$ cat src/design/i32cd_pkg.sv
// Package with class codes, match patterns and the decoded result type of the instruction decoder.
`timescale 1ns / 1ps

package i32cd_pkg;

	typedef enum logic [3:0] {
		CLS_MUL         = 4'd0,
		CLS_MUL_LONG    = 4'd1,
		CLS_SWAP        = 4'd2,
		CLS_BX          = 4'd3,
		CLS_HALF_XFER   = 4'd4,
		CLS_PSR_READ    = 4'd5,
		CLS_PSR_WRITE   = 4'd6,
		CLS_DATAPROC    = 4'd7,
		CLS_SINGLE_XFER = 4'd8,
		CLS_BRANCH      = 4'd9,
		CLS_BLOCK_XFER  = 4'd10,
		CLS_SWI         = 4'd11,
		CLS_UNDEF       = 4'd12
	} instr_class_t;

	localparam logic [31:0] MUL_MASK       = 32'h0fc0_00f0;
	localparam logic [31:0] MUL_MATCH      = 32'h0000_0090;
	localparam logic [31:0] MULL_MASK      = 32'h0f80_00f0;
	localparam logic [31:0] MULL_MATCH     = 32'h0080_0090;
	localparam logic [31:0] SWAP_MASK      = 32'h0fb0_00f0;
	localparam logic [31:0] SWAP_MATCH     = 32'h0100_0090;
	localparam logic [11:0] BX_KEY         = 12'b0001_0010_0001;
	localparam logic [31:0] HALF_MASK      = 32'h0e00_0090;
	localparam logic [31:0] HALF_MATCH     = 32'h0000_0090;
	localparam logic [31:0] PSR_RD_MASK    = 32'h0fb0_00f0;
	localparam logic [31:0] PSR_RD_MATCH   = 32'h0100_0000;
	localparam logic [31:0] SX_UNDEF_MASK  = 32'h0e00_0010;
	localparam logic [31:0] SX_UNDEF_MATCH = 32'h0600_0010;
	localparam logic [31:0] BRANCH_MASK    = 32'h0e00_0000;
	localparam logic [31:0] BRANCH_MATCH   = 32'h0a00_0000;
	localparam logic [31:0] SWI_MASK       = 32'h0f00_0000;

	localparam logic [1:0] GRP_DP   = 2'b00;
	localparam logic [1:0] GRP_SX   = 2'b01;
	localparam logic [1:0] GRP_BR   = 2'b10;
	localparam logic [1:0] GRP_COP  = 2'b11;

	typedef struct packed {
		instr_class_t cls;
		logic [3:0]   alu_opcode;
		logic         set_flags;
		logic         immediate_form;
		logic         bit_p_24;
		logic         bit_u_23;
		logic         bit_b_22;
		logic         bit_w_21;
		logic         load_store_l;
		logic [1:0]   shift_kind;
		logic         shift_by_imm;
		logic [1:0]   half_sh;
	} dec_result_t;

endpackage

$ cat src/design/instr32_class_decoder.sv
// Top level of the 32-bit instruction class decoder: input register, decode, result register.
`timescale 1ns / 1ps

// Takes one instruction word per cycle on start (busy is always low) and presents the decoded
// class and control bits for one cycle with done high, after the input register, the decode
// logic and the result register; the receiver cannot stall, so each result must be taken in
// the cycle it appears. Only bits 27:20 and 7:4 of the word matter; control bits a class does
// not use read as zero.
module instr32_class_decoder (
	input  logic        clk,
	input  logic        arst_n,
	input  logic        start,
	output logic        busy,
	input  logic [31:0] instruction_word,
	output logic        done,
	output logic [3:0]  instr_class,
	output logic [3:0]  alu_opcode,
	output logic        set_flags,
	output logic        immediate_form,
	output logic        bit_p_24,
	output logic        bit_u_23,
	output logic        bit_b_22,
	output logic        bit_w_21,
	output logic        load_store_l,
	output logic [1:0]  shift_kind,
	output logic        shift_by_imm,
	output logic [1:0]  half_sh
);

	logic                  valid_s1;
	logic [31:0]           word_s1;
	logic                  valid_s2;
	i32cd_pkg::dec_result_t res_s2;
	i32cd_pkg::dec_result_t dec;

	assign busy = 1'b0;

	always_ff @(posedge clk or negedge arst_n) begin
		if (!arst_n) begin
			valid_s1 <= 1'b0;
			valid_s2 <= 1'b0;
		end else begin
			valid_s1 <= start && !busy;
			valid_s2 <= valid_s1;
		end
	end

	always_ff @(posedge clk) begin
		if (start && !busy) begin
			word_s1 <= instruction_word;
		end
		if (valid_s1) begin
			res_s2 <= dec;
		end
	end

	always_comb begin
		logic [31:0] w;
		logic [3:0]  op;
		logic        cmp;
		w   = word_s1;
		op  = w[24:21];
		cmp = (op[3:2] == 2'b10);
		dec = '0;
		dec.cls = i32cd_pkg::CLS_UNDEF;
		unique case (w[27:26])
			i32cd_pkg::GRP_DP: begin
				if ((w & i32cd_pkg::MUL_MASK) == i32cd_pkg::MUL_MATCH) begin
					dec.cls       = i32cd_pkg::CLS_MUL;
					dec.set_flags = w[20];
					dec.bit_w_21  = w[21];
				end else if ((w & i32cd_pkg::MULL_MASK) == i32cd_pkg::MULL_MATCH) begin
					dec.cls       = i32cd_pkg::CLS_MUL_LONG;
					dec.set_flags = w[20];
					dec.bit_w_21  = w[21];
					dec.bit_b_22  = w[22];
					dec.bit_u_23  = w[23];
				end else if ((w & i32cd_pkg::SWAP_MASK) == i32cd_pkg::SWAP_MATCH) begin
					dec.cls      = i32cd_pkg::CLS_SWAP;
					dec.bit_b_22 = w[22];
				end else if ({w[27:20], w[7:4]} == i32cd_pkg::BX_KEY) begin
					dec.cls = i32cd_pkg::CLS_BX;
				end else if ((w & i32cd_pkg::HALF_MASK) == i32cd_pkg::HALF_MATCH) begin
					dec.cls            = i32cd_pkg::CLS_HALF_XFER;
					dec.bit_p_24       = w[24];
					dec.bit_u_23       = w[23];
					dec.immediate_form = w[22];
					dec.bit_w_21       = w[21];
					dec.load_store_l   = w[20];
					dec.half_sh        = w[6:5];
				end else if (!w[20] && cmp) begin
					dec.bit_b_22 = w[22];
					if ((w & i32cd_pkg::PSR_RD_MASK) == i32cd_pkg::PSR_RD_MATCH) begin
						dec.cls = i32cd_pkg::CLS_PSR_READ;
					end else begin
						dec.cls            = i32cd_pkg::CLS_PSR_WRITE;
						dec.immediate_form = w[25];
					end
				end else begin
					dec.cls            = i32cd_pkg::CLS_DATAPROC;
					dec.alu_opcode     = op;
					dec.set_flags      = cmp | w[20];
					dec.immediate_form = w[25];
					dec.shift_kind     = w[6:5];
					dec.shift_by_imm   = ~w[4];
				end
			end
			i32cd_pkg::GRP_SX: begin
				if ((w & i32cd_pkg::SX_UNDEF_MASK) == i32cd_pkg::SX_UNDEF_MATCH) begin
					dec.cls = i32cd_pkg::CLS_UNDEF;
				end else begin
					dec.cls            = i32cd_pkg::CLS_SINGLE_XFER;
					dec.immediate_form = w[25];
					dec.bit_p_24       = w[24];
					dec.bit_u_23       = w[23];
					dec.bit_b_22       = w[22];
					dec.bit_w_21       = w[21];
					dec.load_store_l   = w[20];
					dec.shift_kind     = w[6:5];
				end
			end
			i32cd_pkg::GRP_BR: begin
				if ((w & i32cd_pkg::BRANCH_MASK) == i32cd_pkg::BRANCH_MATCH) begin
					dec.cls      = i32cd_pkg::CLS_BRANCH;
					dec.bit_p_24 = w[24];
				end else begin
					dec.cls          = i32cd_pkg::CLS_BLOCK_XFER;
					dec.bit_p_24     = w[24];
					dec.bit_u_23     = w[23];
					dec.bit_b_22     = w[22];
					dec.bit_w_21     = w[21];
					dec.load_store_l = w[20];
				end
			end
			i32cd_pkg::GRP_COP: begin
				if ((w & i32cd_pkg::SWI_MASK) == i32cd_pkg::SWI_MASK) begin
					dec.cls = i32cd_pkg::CLS_SWI;
				end else begin
					dec.cls = i32cd_pkg::CLS_UNDEF;
				end
			end
			default: begin
				dec.cls = i32cd_pkg::CLS_UNDEF;
			end
		endcase
	end

	assign done           = valid_s2;
	assign instr_class    = res_s2.cls;
	assign alu_opcode     = res_s2.alu_opcode;
	assign set_flags      = res_s2.set_flags;
	assign immediate_form = res_s2.immediate_form;
	assign bit_p_24       = res_s2.bit_p_24;
	assign bit_u_23       = res_s2.bit_u_23;
	assign bit_b_22       = res_s2.bit_b_22;
	assign bit_w_21       = res_s2.bit_w_21;
	assign load_store_l   = res_s2.load_store_l;
	assign shift_kind     = res_s2.shift_kind;
	assign shift_by_imm   = res_s2.shift_by_imm;
	assign half_sh        = res_s2.half_sh;

	a_latency: assert property (@(posedge clk) disable iff (!arst_n)
		start |-> ##2 done)
		else $error("accepted item did not produce a result two cycles later");

	a_class_range: assert property (@(posedge clk) disable iff (!arst_n)
		done |-> instr_class <= i32cd_pkg::CLS_UNDEF)
		else $error("class code out of range");

	a_dp_only: assert property (@(posedge clk) disable iff (!arst_n)
		done && instr_class != i32cd_pkg::CLS_DATAPROC |-> alu_opcode == 4'd0 && !shift_by_imm)
		else $error("data processing fields set outside data processing");

	a_cmp_flags: assert property (@(posedge clk) disable iff (!arst_n)
		done && instr_class == i32cd_pkg::CLS_DATAPROC && alu_opcode[3:2] == 2'b10 |-> set_flags)
		else $error("compare opcode without flag update");

	a_half_only: assert property (@(posedge clk) disable iff (!arst_n)
		done && instr_class != i32cd_pkg::CLS_HALF_XFER |-> half_sh == 2'd0)
		else $error("halfword selectors set outside halfword transfer");

endmodule

$ cat config.mk
export PLATFORM = sky130hd
export DESIGN_NAME = instr32_class_decoder
export DESIGN_NICKNAME = d
export VERILOG_FILES = /design/src/design/i32cd_pkg.sv /design/src/design/instr32_class_decoder.sv
export SDC_FILE = /design/constraint.sdc
export NUM_CORES = 1
export LEC_CHECK = 0
export BUFFER_PORTS_ARGS = -buffer_cell sky130_fd_sc_hd__buf_2
export CAP_MARGIN = 20
export CORE_AREA = 2 2 68 54
export CTS_CLUSTER_SIZE = 8
export DETAILED_ROUTE_END_ITERATION = 16
export DIE_AREA = 0 0 70 56
export MAX_ROUTING_LAYER = met4
export PLACE_DENSITY_LB_ADDON = 0.08
export SYNTH_ARGS = -nofsm -noshare
export SYNTH_HDL_FRONTEND = slang
export SYNTH_SLANG_ARGS = --single-unit
$ cat constraint.sdc
create_clock -name clk -period 2.2 [get_ports clk]
set_input_delay 0 -clock clk [delete_from_list [all_inputs] [get_ports clk]]
set_output_delay 0 -clock clk [all_outputs]
set_load 0.03 [all_outputs]
==> results of run 1 <==
==> metal layers <==
layer,track usage [%],wire [um],vias to the layer above,share of wire (%)
met5,-,0,-,0
met4,5.769,29,0,1.0
met3,6.159,208,5,7.4
met2,23.67,1278,42,46
met1,20.05,1288,498,46
li1,-,-,520,-
==> Yosys cell counts, drive strengths merged (2+ instances only) <==
| cell | number | share of area [%] |
|---|---|---|
| a211oi | 2 | 0.99 |
| a21o | 2 | 0.99 |
| a21oi | 3 | 0.99 |
| a31oi | 2 | 1.2 |
| and2 | 4 | 1.7 |
| and3 | 5 | 2.1 |
| and3b | 2 | 1.2 |
| buf | 6 | 3.0 |
| dfrtp | 2 | 3.3 |
| edfxtp | 32 | 64 |
| nand2 | 4 | 0.99 |
| nor2 | 8 | 2.2 |
| nor3 | 4 | 1.3 |
| nor4 | 2 | 1.8 |
| o211a | 2 | 1.3 |
| o21a | 5 | 2.5 |
| o21ai | 3 | 0.99 |
| or3 | 3 | 1.2 |
==> worst reg2reg max path, stage by stage (launching register included) <==
cell and delay, ns:
edfxtp_1 0.51, nor4_1 0.54, and4_1 0.35, o21ai_0 0.11, and3_1 0.19
==> what timing repair did <==
action / in CTS / in global routing
resized for setup: 0 / 0
hold buffers: 14 / 0
endpoints found under the hold margin: 15 / 0
endpoints found under the setup margin: 0 / 0
==> worst max path at each step <==
stage                      from        endpoint
floorplan           word_s1[26]  immediate_form
global placement    word_s1[24]  immediate_form
detailed placement  word_s1[26]       set_flags
CTS                 word_s1[26]       set_flags
global route        word_s1[26]       set_flags
finish              word_s1[26]       set_flags
==> state kept, by name (all words and copies together) (netlist names), 2 cells and up <==
register	cells
half_sh	2
alu_opcode	4
word_s1	12
shift_kind	2
instr_class	4
==> layout make-up <==
| cell class | count | share of cell area (%) |
|---|---|---|
| inverter | 1 | 0.1956 |
| tap | 40 | 2.608 |
| multi-input combinational | 67 | 23.47 |
| clock buffer | 6 | 3.781 |
| clock inverter | 2 | 0.4563 |
| timing repair buffer | 50 | 16.82 |
| sequential | 34 | 52.67 |
==> power by group <==
| group | switching, mW | internal [mW] | leakage, nW |
|---|---|---|---|
| Clock | 0.203 | 0.217 | 0.0426 |
| Combinational | 0.140 | 0.0870 | 0.409 |
| Sequential | 0.0468 | 0.774 | 0.333 |
| Total | 0.390 | 1.08 | 0.784 |
==> through the flow <==
step	power (mW)	std cells	cell area, sq um
2_1_floorplan	0.9765	108	1510
3_3_place_gp	1.038	178	1698
3_5_place_dp	1.041	178	1698
4_1_cts	1.475	200	1919
5_1_grt	1.542	200	1919
6_report	1.467	200	1919
==> cell families after synthesis <==
| logic type | Yosys count | share of synthesized area (%) |
|---|---|---|
| buffers and inverters | 7 | 3.231 |
| other | 1 | 0.2483 |
| and+or+nand+nor | 41 | 16.99 |
| AOI/OAI and AO/OA | 25 | 12.59 |
| DFF | 34 | 66.94 |
==> results.json, run 1 <==
{
  "status": "complete, no violations",
  "htree_levels": 2,
  "cp.arrival_ns": 1.96,
  "syn_avg_cell_area_sq_um": 13.98,
  "grt_first_pass_wirelength_um": 4705,
  "ys_ff_latch": 34,
  "die_w_um": 70,
  "p_leak_nw": 0.7843,
  "tightest_slew_ns": 0.8255,
  "whs_ns": 0.02796,
  "period_share_pct": 87.56,
  "drv_slew": 0,
  "synth_ff_type": "edfxtp_1",
  "relSlewSlack_pct": 44.97,
  "netlist_area_sq_um": 1510,
  "rsz0062_at_grt": "no",
  "grt_pass1_vias": 1004,
  "crit_path_end_kind": "register",
  "grt_remaining_overflow": 0,
  "reg2reg_slack_ns": 0.27,
  "ant_nets": 0,
  "multi_input_area_sq_um": 450.4,
  "start_util_pct": 47.22,
  "cp_num_buf_inv": 0,
  "critPathLaunchType": "register",
  "drt-total-wl_um": 2805,
  "place_congestion": 0.9078,
  "syn_to_final_growth_pct": 27.09,
  "netlist_instances": 108,
  "finalHoldViolations": 0,
  "setup_tns_ns": 0,
  "clockRootBuffer": "clkbuf_8",
  "cts_buffer_depth": 2,
  "path_cells": "nor4_1 > and4_1 > o21ai_0 > and3_1",
  "netlist-cell-type-count": 40,
  "grt_max_degree": 22,
  "die_h_um": 56,
  "cp.depth": 4,
  "ys_seq_area_share_pct": 66.94,
  "ir_drop_v": 0.0004380,
  "drive_gt1_share_pct": 29.38,
  "cts_sinks": 34,
  "hold_class": "in2async",
  "reg2reg_from": "word_s1[26]",
  "syn_nets": 143,
  "track_usage_pct": 15.97,
  "p_per_area_nw_per_um2": 764.4,
  "achievable-frequency_mhz": 519.1,
  "ioPinCount": 57,
  "finalSetupViolCount": 0,
  "async_flop_share_pct": 5.882,
  "min_period_ns": 1.926,
  "clk_pin_slew_ns": 0.06,
  "drc": 0,
  "maxCapViolations": 0,
  "vias_per_cell": 5.325,
  "numCtsBuffers": 5,
  "wl_per_cell_um": 14.03,
  "n_antenna_cell": 0,
  "fillers": 286,
  "worstSkewPairLatency_ns": 0.28,
  "layout_common_cells": "buf_2, edfxtp_1, dlygate4sd3_1",
  "cpLargestDelayFamily": "simple AND/OR/NAND/NOR gates",
  "required_ns": 2.23,
  "setup_slack_ns": 0.2737,
  "crit_slowest_cell": "nor4_1",
  "antenna_found_initial": 0,
  "finalNetCount": 194,
  "synth_edf_count": 32,
  "final_common_cell": "buf_2",
  "final_util_pct": 60.02,
  "dieArea_sq_um": 3920,
  "fin_skew_ns": 0.003361,
  "dp_slack_ns": 0.2816,
  "critPathMaxFanout": 8,
  "cts_setup_buffers": 0,
  "reg2reg_to": "set_flags",
  "dr_total_vias": 1065,
  "core_sq_um": 3198,
  "first_iter_violations": 71,
  "path_class": "reg2reg",
  "critical-path-max-stage-delay_ns": 0.53,
  "seq_area_sq_um": 1011,
  "io_buffers": 35,
  "dp_hpwl_um": 1838,
  "r2r_cells": 4,
  "std_cell_rows": 18,
  "first_pass_iters": 4,
  "yosys_warnings": 0,
  "cts_tree": "done"
}
Note: power is estimated with default switching activity, not from simulation.
==> run 2: changes to the inputs <==
--- a/config.mk
+++ b/config.mk
@@ -7,10 +7,12 @@
 export LEC_CHECK = 0
 export BUFFER_PORTS_ARGS = -buffer_cell sky130_fd_sc_hd__buf_2
 export CAP_MARGIN = 20
-export CORE_AREA = 2 2 68 54
+export CELL_PAD_IN_SITES_DETAIL_PLACEMENT = 1
+export CELL_PAD_IN_SITES_GLOBAL_PLACEMENT = 1
+export CORE_AREA = 2 2 77 61
 export CTS_CLUSTER_SIZE = 8
 export DETAILED_ROUTE_END_ITERATION = 16
-export DIE_AREA = 0 0 70 56
+export DIE_AREA = 0 0 79 63
 export MAX_ROUTING_LAYER = met4
 export PLACE_DENSITY_LB_ADDON = 0.08
 export SYNTH_ARGS = -nofsm -noshare
==> run 2 against run 1 <==
  * Sequential share of layout area down 1.2 points
  * First-iteration DRC count grew 17%
  * Sequential power down 0.5%
  * Global-route usage fell by 1.8 points
  * Register-to-register slack worse by 0.02 ns
  * Routed wire length is 12% higher
  * Sequential cell count unchanged
  * Via count up 4.1%
  * Non-clock buffer count is 2 higher
  * Total power up 3.3%
  * Clock skew up 0.0013 ns
  * Maximum frequency decreased by 0.93%
==> results.json, run 2 (synthesized netlist as in run 1, its figures left out) <==
{
  "min_period_ns": 1.944,
  "clk_pin_slew_ns": 0.07,
  "grt_max_degree": 22,
  "seq_area_sq_um": 1011,
  "track_usage_pct": 14.18,
  "drive_gt1_share_pct": 30.25,
  "p_per_area_nw_per_um2": 771.4,
  "tightest_slew_ns": 0.7809,
  "cts_setup_buffers": 0,
  "place_congestion": 0.8608,
  "wl_per_cell_um": 14.39,
  "critPathLaunchType": "register",
  "p_leak_nw": 0.7968,
  "dp_slack_ns": 0.2812,
  "final_design_area_no_fill_sq_um": 1964,
  "start_util_pct": 35.48,
  "postCtsResizedCells": 0,
  "fillers": 473,
  "p_total_mw": 1.515,
  "vias_per_cell": 5.064,
  "p_sw_share_pct": 26.15,
  "first_pass_iters": 4,
  "hold_class": "in2async",
  "p_int_mw": 1.119,
  "finalNetCount": 196,
  "worstSkewPairLatency_ns": 0.28,
  "finalSetupViolCount": 0,
  "path_class": "reg2reg",
  "fin_skew_ns": 0.004652,
  "ant_nets": 0,
  "first_iter_violations": 83,
  "largest_reg_flops": 12,
  "n_antenna_cell": 0,
  "required_ns": 2.24,
  "cp.arrival_ns": 1.98,
  "ioPinCount": 57,
  "multi_input_area_sq_um": 450.4,
  "maxCapViolations": 0,
  "clockRootBuffer": "clkbuf_8",
  "critPathMaxFanout": 10,
  "std_cell_rows": 21,
  "relSlewSlack_pct": 47.94,
  "seqPwrFrac_pct": 53.8,
  "die_h_um": 63,
  "rsz0062_at_grt": "no",
  "numCtsBuffers": 5,
  "crit_path_end_kind": "register",
  "switching_power_mw": 0.3963,
  "io_buffers": 35,
  "whs_ns": 0.02980,
  "ir_drop_v": 0.0003596,
  "drc": 0,
  "syn_to_final_growth_pct": 30.07,
  "core_sq_um": 4257,
  "htree_levels": 2,
  "drt-total-wl_um": 3151,
  "clkPwrFrac_pct": 30.3,
  "layout_common_cells": "buf_2, edfxtp_1, dlygate4sd3_1",
  "antenna_found_initial": 0,
  "cts_tree": "done",
  "final_common_cell": "buf_2",
  "setup_slack_ns": 0.2555,
  "grt_remaining_overflow": 0,
  "dr_total_vias": 1109,
  "die_w_um": 79,
  "cts_hold_buf": 14,
  "cts_buffer_depth": 2,
  "grt_first_pass_wirelength_um": 5119,
  "dieArea_sq_um": 4977,
  "achievable-frequency_mhz": 514.3,
  "p_comb_share_pct": 15.8,
  "grt_pass1_vias": 1103,
  "finalHoldViolations": 0,
  "setup_tns_ns": 0,
  "drv_slew": 0,
  "period_share_pct": 88.38,
  "cts_sinks": 34,
  "postPlaceCellArea_sq_um": 1734,
  "dp_hpwl_um": 2269,
  "status": "complete, no violations",
  "top_register": "word_s1"
}
==> run 2: cell count changes in the layout (fill, tap and decap cells not counted) <==
cell / previous run / this run
clkinv_2: 1 / 0
buf_4: 1 / 3
clkinv_1: 1 / 0
clkbuf_1: 1 / 2
clkbuf_8: 5 / 6
==> run 2: per-stage QoR <==
step | utilization [%] | std cells
finish | 46.15 | 219
CTS | 46.15 | 219
detailed placement | 40.74 | 197
floorplan | - | 108
global placement | 40.74 | 197
global route | 46.15 | 219
==> run 2: worst max-delay path: stages (launching register included) <==
cell      delay (ns)
edfxtp_1        0.56
or3b_4          0.47
nor4_4          0.33
nor3_1          0.11
o22a_1          0.21
==> run 2: power groups by stage <==
stage               Combinational (mW)  Sequential [mW]  Clock, mW
finish                           0.240            0.816      0.460
floorplan                       0.0878            0.889          0
global placement                 0.219            0.826          0
CTS                              0.241            0.816      0.478
global route                     0.256            0.824      0.508
detailed placement               0.222            0.830          0
==> run 2: path summary, 6_finish.rpt <==
kind / startpoint / to / slack [ns] / cells past startpoint
setup / recovery: word_s1[24] / immediate_form / 0.26 / 4
hold / removal: arst_n / valid_s1 / 0.03 / 2
setup reg to reg: word_s1[24] / immediate_form / 0.26 / 4
hold reg to reg: word_s1[21] / alu_opcode[0] / 0.68 / 1
max in group asynchronous: arst_n / done / 2.08 / 2
min in group clk: instruction_word[24] / word_s1[24] / 0.43 / 2
==> run 2: layout make-up <==
class,count,area share (%)
repair buffers,52,17.20
inverters,1,0.1911
flip-flops and latches,34,51.47
clock buffers,8,4.586
multi-input cells,67,22.93
well taps,57,3.631
==> run 2: metal layers <==
layer  track usage [%]  vias up  wire length [um]
met5                 -        -                 0
met4             5.603        0                46
met3             3.902        7               185
met2             22.35       35              1527
met1             17.33      544              1392
li1                  -      523                 -
==> run 3: changes to the inputs <==
==> constraint.sdc (replaced) <==
create_clock -name clk -period 2.1 [get_ports clk]
set_input_delay 0.105 -clock clk [delete_from_list [all_inputs] [get_ports clk]]
set_output_delay 0.105 -clock clk [all_outputs]
set_load 0.03 [all_outputs]
==> run 3 against run 2 <==
  * Register-to-register slack barely moved
  * Cell count rose by 1.8%
  * Sequential power rose by 3.6%
  * Routed wire length rose by 1.3%
  * Clock skew rose by 0.0018 ns
  * Worst setup slack got worse by 0.0072 ns
  * Combinational power rose by 11%
  * Sequential share of layout area fell by 0.71 points
  * Largest cell class unchanged
  * Worst hold slack improved by 0.068 ns
  * Count of clock-buffer cells in the layout did not move
  * Via count fell by 1.3%
  * Sequential cell count did not move
==> results.json, run 3 (synthesized netlist as in run 1, its figures left out) <==
{
  "std_cell_rows": 21,
  "die_w_um": 79,
  "numCtsBuffers": 5,
  "crit_path_end_kind": "register",
  "dp_hpwl_um": 2321,
  "drv_slew": 0,
  "crit_slowest_cell": "edfxtp_1",
  "cts_sinks": 34,
  "cpLargestDelayFamily": "simple AND/OR/NAND/NOR gates",
  "layout_common_cells": "buf_2, edfxtp_1, dlygate4sd3_1",
  "io_buffers": 35,
  "p_int_mw": 1.178,
  "finalSetupViolCount": 0,
  "p_sw_share_pct": 26.04,
  "fillers": 464,
  "maxCapViolations": 0,
  "antenna_found_initial": 0,
  "die_h_um": 63,
  "dr_total_vias": 1095,
  "p_leak_nw": 0.8177,
  "path_class": "reg2reg",
  "grt_pass1_vias": 1097,
  "finalNetCount": 200,
  "critical-path-max-stage-delay_ns": 0.50,
  "path_cells": "or3b_4 > nor4_4 > nor3_1 > o22a_1",
  "htree_levels": 2,
  "setup_tns_ns": 0,
  "top_register": "word_s1",
  "drive_gt1_share_pct": 32.53,
  "clkPwrFrac_pct": 30.1,
  "largest_reg_flops": 12,
  "critPathLaunchType": "register",
  "wl_per_cell_um": 14.31,
  "period_share_pct": 88.18,
  "cts_buffer_depth": 2,
  "ioPinCount": 57,
  "p_per_area_nw_per_um2": 799.5,
  "dp_slack_ns": 0.2533,
  "post-place-cells": 202,
  "hold_class": "in2reg",
  "min_period_ns": 1.852,
  "final_common_cell": "buf_2",
  "ant_nets": 0,
  "status": "complete, no violations",
  "ir_drop_v": 0.0004061,
  "first_pass_iters": 4,
  "vias_per_cell": 4.910,
  "core_sq_um": 4257,
  "place_congestion": 0.8477,
  "clk_pin_slew_ns": 0.06,
  "postPlaceCellArea_sq_um": 1772,
  "grt_remaining_overflow": 0,
  "setup_slack_ns": 0.2483,
  "first_iter_violations": 77,
  "seqPwrFrac_pct": 53.1,
  "grt_max_degree": 20,
  "drt-total-wl_um": 3191,
  "track_usage_pct": 14.62,
  "seq_area_sq_um": 1011,
  "syn_to_final_growth_pct": 31.90,
  "p_comb_share_pct": 16.8,
  "final_cells": 223,
  "dieArea_sq_um": 4977,
  "start_util_pct": 35.48,
  "cp.arrival_ns": 1.89,
  "worstSkewPairLatency_ns": 0.28,
  "finalHoldViolations": 0,
  "cts_setup_buffers": 0,
  "postCtsResizedCells": 0,
  "critPathMaxFanout": 7,
  "cts_hold_buf": 13,
  "final_design_area_no_fill_sq_um": 1992,
  "switching_power_mw": 0.4147,
  "clockRootBuffer": "clkbuf_8",
  "cts_tree": "done",
  "p_total_mw": 1.592,
  "fin_skew_ns": 0.006452,
  "drc": 0,
  "achievable-frequency_mhz": 540.0,
  "required_ns": 2.14,
  "grt_first_pass_wirelength_um": 5257,
  "multi_input_area_sq_um": 450.4,
  "rsz0062_at_grt": "no",
  "n_antenna_cell": 0,
  "cp_num_buf_inv": 0
}
-- run 3: cell count changes in the layout (fill, tap and decap cells not counted) --
cell           change
dlygate4sd3_1      -1
buf_4              +5
-- run 3: layer usage --
metal / global-route usage, % / wire length [um]
met1: 18.16 / 1476
met5: - / 0
met2: 23.09 / 1529
met4: 5.172 / 36
met3: 3.902 / 149
-- run 3: per-stage QoR --
step / hold WS [ns] / utilization (%)
after floorplan: -0.1906 / -
after global placement: -0.1096 / 41.62
after detailed placement: -0.1064 / 41.62
after CTS: 0.09461 / 46.80
after global routing: 0.1011 / 46.80
final: 0.09746 / 46.80
-- run 3: final timing paths --
| path | start | end | slack, ns | cells past startpoint |
|---|---|---|---|---|
| setup reg to reg | word_s1[23] | immediate_form | 0.25 | 4 |
| hold reg to reg | valid_s1 | done | 0.45 | 0 |
| setup / recovery | word_s1[23] | immediate_form | 0.25 | 4 |
| max in group asynchronous | arst_n | done | 1.87 | 2 |
| min in group asynchronous | arst_n | valid_s1 | 0.14 | 2 |
| hold / removal | start | valid_s1 | 0.1 | 1 |
-- run 3: layout make-up --
type,instances,share of cell area [%]
Sequential cell,34,50.75
Multi-Input combinational cell,67,22.61
Timing Repair Buffer,56,18.34
Clock buffer,8,4.523
Tap cell,57,3.580
Inverter,1,0.1884
-- run 3: worst register-to-register path: stages, from the launching register on --
cell and delay, ns:
edfxtp_1 0.50, or3b_4 0.46, nor4_4 0.33, nor3_1 0.12, o22a_1 0.21
-- run 3: power groups by stage --
stage	clock network (mW)	registers [mW]	logic (mW)
global route	0.532	0.852	0.287
finish	0.479	0.845	0.267
CTS	0.500	0.846	0.268
global placement	0	0.858	0.247
detailed placement	0	0.861	0.250
floorplan	0	0.931	0.0920
